File: src/sv/dnle_pkg.sv
package dnle_pkg;

	// Width of one encoded byte and of the saturating name length.
	localparam int BYTE_W = 8;

	// Default capacities of one label and of a whole encoded name.
	localparam int MAX_LABEL_DEF = 63;
	localparam int MAX_NAME_DEF  = 255;

	// The character that separates labels.
	localparam logic [BYTE_W-1:0] DOT_CODE = 8'h2E;

	// One character of the dotted name, or the end-of-name mark.
	typedef struct packed {
		logic [BYTE_W-1:0] char_code;
		logic              end_mark;
	} dnle_req_t;

	// One byte of the wire format with its side information.
	typedef struct packed {
		logic [BYTE_W-1:0] out_byte;
		logic              last_of_run;
		logic              name_done;
		logic [BYTE_W-1:0] encoded_length;
		logic              label_overflow;
	} dnle_rsp_t;

	// Sequencer states of the encoder.
	typedef enum logic [1:0] {
		ST_IDLE,
		ST_ROOT,
		ST_LEN,
		ST_CHAR
	} dnle_state_t;

endpackage

File: src/sv/dns_name_label_encoder.sv
// Encodes a dotted domain name, one character per request, into DNS wire label
// format. Ordinary characters are written into a label store and give no output;
// characters beyond MAX_LABEL are dropped and raise label_overflow for the rest of
// the name. A dot emits the label length byte followed by the stored characters,
// the final one marked with last_of_run; a dot with no pending characters emits
// nothing. An end-of-name request discards any label not closed by a dot and emits
// the zero root byte with name_done and the total encoded length, saturated at
// MAX_NAME. After a dot is accepted, the length byte and then each stored character
// are emitted in turn through the single read port of the label store, which is
// stepped through one entry per cycle while the output register is free. While bytes
// are being emitted the block stalls its request channel; a full output register
// waiting on a stalled receiver holds the sequencer as well. No clearing pass is
// needed after reset.
module dns_name_label_encoder #(
	parameter int MAX_LABEL = dnle_pkg::MAX_LABEL_DEF,
	parameter int MAX_NAME  = dnle_pkg::MAX_NAME_DEF
) (
	input  logic                clk,
	input  logic                arst_n,
	input  logic                src_valid,
	output logic                src_stall,
	input  dnle_pkg::dnle_req_t src_data,
	output logic                dst_valid,
	input  logic                dst_stall,
	output dnle_pkg::dnle_rsp_t dst_data
);

	localparam int CNT_W  = $clog2(MAX_LABEL + 1);
	localparam int ADDR_W = (MAX_LABEL > 1) ? $clog2(MAX_LABEL) : 1;
	localparam int BW     = dnle_pkg::BYTE_W;

	dnle_pkg::dnle_state_t state_q, state_d;

	logic [CNT_W-1:0]  label_count_q;
	logic [BW-1:0]     total_q;
	logic              ovf_q;
	logic [ADDR_W-1:0] idx_q;
	logic              out_valid_q;
	dnle_pkg::dnle_rsp_t out_q, out_d;

	logic              accept;
	logic              is_dot;
	logic              has_room;
	logic              out_free;
	logic              out_load;
	logic              last_char;
	logic              ram_we;
	logic [ADDR_W-1:0] ram_raddr;
	logic [BW-1:0]     ram_rdata;
	logic [BW:0]       label_sum;
	logic [BW:0]       root_sum;
	logic [BW-1:0]     label_total;
	logic [BW-1:0]     root_total;

	// Label store.
	dnle_ram #(
		.WIDTH (BW),
		.DEPTH (MAX_LABEL),
		.ADDR_W(ADDR_W)
	) u_store (
		.clk  (clk),
		.we   (ram_we),
		.waddr(label_count_q[ADDR_W-1:0]),
		.wdata(src_data.char_code),
		.raddr(ram_raddr),
		.rdata(ram_rdata)
	);

	// Shared decode of the request and of the output register.
	assign is_dot    = (src_data.char_code == dnle_pkg::DOT_CODE);
	assign has_room  = (label_count_q < CNT_W'(MAX_LABEL));
	assign out_free  = !out_valid_q || !dst_stall;
	assign last_char = ((CNT_W'(idx_q) + CNT_W'(1)) == label_count_q);

	// Saturating length arithmetic for a closed label and for the root byte.
	assign label_sum   = {1'b0, total_q} + (BW+1)'(label_count_q) + (BW+1)'(1);
	assign root_sum    = {1'b0, total_q} + (BW+1)'(1);
	assign label_total = (label_sum > (BW+1)'(MAX_NAME)) ? BW'(MAX_NAME) : label_sum[BW-1:0];
	assign root_total  = (root_sum > (BW+1)'(MAX_NAME)) ? BW'(MAX_NAME) : root_sum[BW-1:0];

	// Next state of the sequencer.
	always_comb begin
		state_d = state_q;
		unique case (state_q)
			dnle_pkg::ST_IDLE: begin
				if (src_valid) begin
					if (src_data.end_mark) begin
						state_d = dnle_pkg::ST_ROOT;
					end else if (is_dot && label_count_q != '0) begin
						state_d = dnle_pkg::ST_LEN;
					end
				end
			end
			dnle_pkg::ST_ROOT: begin
				if (out_free) begin
					state_d = dnle_pkg::ST_IDLE;
				end
			end
			dnle_pkg::ST_LEN: begin
				if (out_free) begin
					state_d = dnle_pkg::ST_CHAR;
				end
			end
			dnle_pkg::ST_CHAR: begin
				if (out_free && last_char) begin
					state_d = dnle_pkg::ST_IDLE;
				end
			end
		endcase
	end

	// Sequencer outputs: handshake, store access and the next result.
	always_comb begin
		src_stall = 1'b1;
		accept    = 1'b0;
		ram_we    = 1'b0;
		ram_raddr = '0;
		out_load  = 1'b0;
		out_d     = '{
			out_byte:       '0,
			last_of_run:    1'b0,
			name_done:      1'b0,
			encoded_length: '0,
			label_overflow: ovf_q
		};
		unique case (state_q)
			dnle_pkg::ST_IDLE: begin
				src_stall = 1'b0;
				accept    = src_valid;
				ram_we    = src_valid && !src_data.end_mark && !is_dot && has_room;
			end
			dnle_pkg::ST_ROOT: begin
				out_load             = out_free;
				out_d.last_of_run    = 1'b1;
				out_d.name_done      = 1'b1;
				out_d.encoded_length = root_total;
			end
			dnle_pkg::ST_LEN: begin
				out_load       = out_free;
				out_d.out_byte = BW'(label_count_q);
			end
			dnle_pkg::ST_CHAR: begin
				// Keep reading the current entry until the result is taken.
				ram_raddr         = out_free ? idx_q + ADDR_W'(1) : idx_q;
				out_load          = out_free;
				out_d.out_byte    = ram_rdata;
				out_d.last_of_run = last_char;
			end
		endcase
	end

	// Sequencer state and name bookkeeping.
	always_ff @(posedge clk or negedge arst_n) begin
		if (!arst_n) begin
			state_q       <= dnle_pkg::ST_IDLE;
			label_count_q <= '0;
			total_q       <= '0;
			ovf_q         <= 1'b0;
			idx_q         <= '0;
		end else begin
			state_q <= state_d;
			if (accept && !src_data.end_mark && !is_dot) begin
				if (has_room) begin
					label_count_q <= label_count_q + CNT_W'(1);
				end else begin
					ovf_q <= 1'b1;
				end
			end
			if (state_q == dnle_pkg::ST_ROOT && out_free) begin
				label_count_q <= '0;
				total_q       <= '0;
				ovf_q         <= 1'b0;
			end
			if (state_q == dnle_pkg::ST_LEN && out_free) begin
				idx_q <= '0;
			end
			if (state_q == dnle_pkg::ST_CHAR && out_free) begin
				idx_q <= idx_q + ADDR_W'(1);
				if (last_char) begin
					total_q       <= label_total;
					label_count_q <= '0;
				end
			end
		end
	end

	// Output register valid flag.
	always_ff @(posedge clk or negedge arst_n) begin
		if (!arst_n) begin
			out_valid_q <= 1'b0;
		end else if (out_load) begin
			out_valid_q <= 1'b1;
		end else if (!dst_stall) begin
			out_valid_q <= 1'b0;
		end
	end

	// Output register payload.
	always_ff @(posedge clk) begin
		if (out_load) begin
			out_q <= out_d;
		end
	end

	assign dst_valid = out_valid_q;
	assign dst_data  = out_q;

endmodule

File: src/sv/dnle_ram.sv
module dnle_ram #(
	parameter int WIDTH  = 8,
	parameter int DEPTH  = 63,
	parameter int ADDR_W = (DEPTH > 1) ? $clog2(DEPTH) : 1
) (
	input  logic              clk,
	input  logic              we,
	input  logic [ADDR_W-1:0] waddr,
	input  logic [WIDTH-1:0]  wdata,
	input  logic [ADDR_W-1:0] raddr,
	output logic [WIDTH-1:0]  rdata
);

	logic [WIDTH-1:0] mem_q [DEPTH];

	// One write port and one read port with registered read data.
	always_ff @(posedge clk) begin
		if (we) begin
			mem_q[waddr] <= wdata;
		end
		rdata <= mem_q[raddr];
	end

endmodule
File: config.mk
export PLATFORM = sky130hd
export DESIGN_NAME = dns_name_label_encoder
export DESIGN_NICKNAME = d
export VERILOG_FILES = /design/src/sv/dnle_pkg.sv /design/src/sv/dns_name_label_encoder.sv /design/src/sv/dnle_ram.sv
export SDC_FILE = /design/constraint.sdc
export NUM_CORES = 1
export LEC_CHECK = 0
export BUFFER_PORTS_ARGS = -buffer_cell sky130_fd_sc_hd__buf_2
export CORE_UTILIZATION = 54
export CTS_BUF_LIST = sky130_fd_sc_hd__clkbuf_4 sky130_fd_sc_hd__clkbuf_8 sky130_fd_sc_hd__clkbuf_16
export DETAILED_ROUTE_END_ITERATION = 10
export GPL_TIMING_DRIVEN = 0
export PLACE_DENSITY = 0.73
export SLEW_MARGIN = 30
export SYNTH_ARGS = -nofsm -noshare
export SYNTH_HDL_FRONTEND = slang
export SYNTH_SLANG_ARGS = --single-unit
export TNS_END_PERCENT = 10
File: constraint.sdc
create_clock -name clk -period 3 [get_ports clk]
set_input_delay 0.6 -clock clk [delete_from_list [all_inputs] [get_ports clk]]
set_output_delay 0.6 -clock clk [all_outputs]
set_load 0.02 [all_outputs]
==> summary.txt <==
Route
  – Metal3 WL: between 5 and 6 mm
  – Routed Antenna Nets: 0
  – M1 WL: ~23 mm
  – Number of remaining DRC errors: 0
  – Routed len/inst: ~26 µm
  – Vias per inst: roughly 6.4
  – Top Layer Used: met5
  – Met2 wire length: about 27 mm
  – Vias: roughly 14000
  – Drt pass-1 iters: 5
  – Routed wire length: approximately 59 mm
  – Initial DRC Count: 1817

Critical path
  – Worst setup path category: reg -> reg
  – RR Endpoint: u_store.mem_q[17][5]$_DFFE_PP_
  – Worst-path fanout max: 10
  – FF-to-FF Start: state_q[0]$_DFFE_PN0P_
  – Worst path required time: roughly 3.3 ns
  – Worst Path Arrival: ~3.3 ns
  – FF-to-FF setup slack: -0.06 ns
  – Crit path buf inv count: 2
  – Slowest cell on crit path: nor2_2
  – CP cell instances: buf_2 > nor2_1 > inv_1 > nor4_4 > nand2_2 > nor2_2
  – Worst setup SP type: flop
  – R2R depth: 6
  – Top delay family on crit path: simple AND/OR/NAND/NOR gates
  – Crit. Startpoint: state_q[0]$_DFFE_PN0P_
  – Biggest cell delay along the critical path: ~0.57 ns
  – Crit. End Element: flop

Logic synthesis
  – Synth Warn #: 0
  – Post-synthesis cell count: between 1500 and 2000
  – Post-Syn Area per Cell: about 15 µm²
  – Post-synth EDFFs: 523
  – Syn nets: around 1600
  – Post-synth top flop: edfxtp_1
  – Synth unique cells: 79
  – Asr flop ratio synth: 0.04324
  – Seq/Total Area, Yosys: 0.7185
  – Syn Std Cell Area: between 20000 and 25000 µm²
  – Synth Register Bits: 555

Die
  – Die Y: around 210 µm
  – Die area: between 40000 and 50000 µm²
  – IO Pins: 34
  – Die X: around 210 µm
  – Core area: 41950 µm²
  – FP Rows: 75
  – Starting Density: 0.5463

CTS
  – Clock buffer depth: 3
  – Clk pin slew, worst setup/hold paths: roughly 0.060 ns
  – Root buffer cell: clkbuf_16
  – CTS tree: built
  – Skew-Pair Late Insertion Delay: about 0.61 ns
  – H-tree depth: 2
  – Clock sinks: 555
  – CTS buffer count: 54

Final layout
  – Filler cells: between 2000 and 3000
  – Multi-input logic area: ~6800 µm²
  – Register Area: 16470 µm²
  – Layout cell share with drive strength beyond 1: 0.2439
  – Final #Nets: roughly 1700
  – Area grow syn2layout: 17.32%
  – Ant diodes: 0
  – Core Util, Final: 0.6410

STA
  – Min cycle time layout: just over 3 ns
  – Hold slack: between 0.2 and 0.3 ns
  – Setup Skew: ~0.028 ns
  – Final worst slack: -0.06254 ns
  – Least-Margin Pin Slew: 1.156 ns
  – Endpoints failing hold: 0
  – Final setup fails: 80
  – RSZ-0062 raised after global routing: yes
  – Worst slew margin: 0.2295
  – Period utilisation layout: 1.021
  – Final Max Tran Viols: 0
  – Fmax: between 300 and 400 MHz

Place
  – Gp weighted congestion: between 0.9 and 1
  – Dpl hpwl: between 30 and 40 mm
  – # port buffers: 32

Power and ir drop
  – Comb pwr share: 0.085
  – Cell-internal power: roughly 13 mW
  – VDD IR max: 0.5776 mV
  – Lkg Pwr: about 9 nW
  – Sw Share: 0.2303
  – Pwr per Cell Area: between 600 and 700 nW/µm²
  – Sequential share of power: 0.514
  – Clock share of power: 0.401
  – Psw: 3.872 mW

GRT
  – Largest net degree at the start of global routing: between 60 and 70
  – Gr usage total: 0.2744
  – First-pass GRT wire length: 87.72 mm
  – Vias in the first global route: roughly 14000
  – Grt total ovfl: 0
  – Initial antenna violation count: 1

Worst hold path
  – Hold Path Cell Cnt: 3
  – HP Class: in -> reg
  – Hold path start: src_data[0]
  – WHS Endpoint: state_q[0]$_DFFE_PN0P_

Status
  – Failing checks: setup timing
  – Status: complete, but fails checks

Run
  – Total of max-cap violations: 0
==> state kept, by name, indices dropped and copies added, names as in the netlist <==
signal and cells:
u_store.rdata 8, dst_valid 1, idx_q 6, state_q 2, dst_data 19, total_q 8
ovf_q 1, label_count_q 6, u_store.mem_q 504
==> layout by cell type (no fill, tap or decap), types with 35 or more instances in the layout <==
master     count
edfxtp_1     523
nor2_4        46
nand2_1      178
and3_1        43
a211oi_1      35
buf_4         39
a21oi_1       94
clkbuf_16     54
mux4_2        39
nand3_1       71
mux2i_1       48
o21ai_0       42
==> worst register-to-register path, delay by kind of cell (launching register included) <==
kind,cells,cell delay [ns]
flops,1,0.44
buf+inv,2,0.43
simple gates,4,1.83
==> metal layers <==
layer  GRT usage  vias to the layer above
met5           0                        -
met4      0.1180                        2
met3     0.04649                      183
met2      0.4321                      868
met1      0.3812                     7202
li1            -                     6235
==> metrics by stage <==
stage | setup TNS (ns) | std cells | cell area, µm² | worst slack [ns] | total power, mW
3_5_place_dp | -491.65 | 2125 | 23790 | -1.424 | 10.02
3_3_place_gp | -581.14 | 2124 | 23750 | -1.382 | 9.992
5_1_grt | -14.55 | 2249 | 26890 | -0.1313 | 17.25
2_1_floorplan | 0 | 1553 | 22920 | 0.1913 | 9.535
4_1_cts | -2.368 | 2233 | 26360 | -0.08842 | 16.76
6_report | -1.984 | 2249 | 26890 | -0.06254 | 16.82
==> worst max path at each step <==
stage | cells after the start | endpoint
after detailed placement | 10 | u_store.rdata[2]$_DFF_P_
final | 6 | u_store.mem_q[17][5]$_DFFE_PP_
after CTS | 9 | u_store.rdata[2]$_DFF_P_
after floorplan | 12 | u_store.rdata[5]$_DFF_P_
after global routing | 6 | u_store.mem_q[9][5]$_DFFE_PP_
after global placement | 10 | u_store.rdata[2]$_DFF_P_
==> cell type report <==
class | instances | area share
sequential | 555 | 0.6125
multi-input combinational | 896 | 0.2542
clock buffer | 74 | 0.05608
buffer | 90 | 0.02667
tap | 539 | 0.02508
timing repair buffer | 58 | 0.01466
clock inverter | 26 | 0.009214
inverter | 11 | 0.001536
==> logic make-up (layout without fill, tap and decap cells) <==
kind of cell,after synthesis,in the layout,share of synthesized area
xor+xnor,18,18,0.006879
compound gates,285,285,0.08037
fa+ha+maj,13,13,0.007425
mux,112,112,0.07136
buf+inv,102,259,0.02058
flops,555,555,0.7185
simple gates,468,468,0.09489
==> power by group through the flow <==
stage | clock (mW) | sequential, mW | combinational, mW
detailed placement | 0 | 8.78 | 1.24
global placement | 0 | 8.78 | 1.21
global route | 7.08 | 8.65 | 1.53
CTS | 6.79 | 8.61 | 1.35
finish | 6.75 | 8.64 | 1.43
floorplan | 0 | 8.80 | 0.737
==> Yosys cell counts (4+ instances only) <==
cell type | count | area share
mux2_2 | 21 | 0.010
a221o_1 | 6 | 0.0026
nand2b_1 | 4 | 0.0011
o41ai_1 | 5 | 0.0019
o311ai_1 | 6 | 0.0023
mux4_2 | 39 | 0.038
o22ai_1 | 8 | 0.0022
o2bb2ai_1 | 4 | 0.0015
or4b_2 | 4 | 0.0017
nand4_1 | 4 | 0.0011
o31ai_1 | 4 | 0.0013
a211oi_1 | 40 | 0.013
a21oi_1 | 98 | 0.021
and2_1 | 5 | 0.0014
and3_1 | 43 | 0.012
mux2i_1 | 52 | 0.023
nand3b_1 | 4 | 0.0013
xnor2_1 | 11 | 0.0042
a22oi_1 | 9 | 0.0029
nor2_1 | 101 | 0.017
clkbuf_1 | 43 | 0.0070
buf_2 | 29 | 0.0063
dfxtp_1 | 8 | 0.0070
buf_1 | 9 | 0.0015
edfxtp_1 | 523 | 0.69
nand2_1 | 190 | 0.031
a21o_1 | 9 | 0.0029
o21ai_0 | 47 | 0.010
dfrtp_1 | 24 | 0.026
nor2b_1 | 4 | 0.0011
ha_1 | 12 | 0.0066
inv_1 | 10 | 0.0016
a31oi_1 | 9 | 0.0025
nor3_1 | 11 | 0.0024
buf_4 | 7 | 0.0023
xor2_1 | 7 | 0.0027
nand3_1 | 74 | 0.016
==> timing repair <==
action                                 CTS  global route
setup endpoints to repair              518           511
hold buffers                             1             0
buffers inserted                         7            17
resized for setup                      208           117
endpoints found under the hold margin   24             0
pin swaps                               12            26
gates cloned                             0             0
Power figures use the tool's default switching activity.
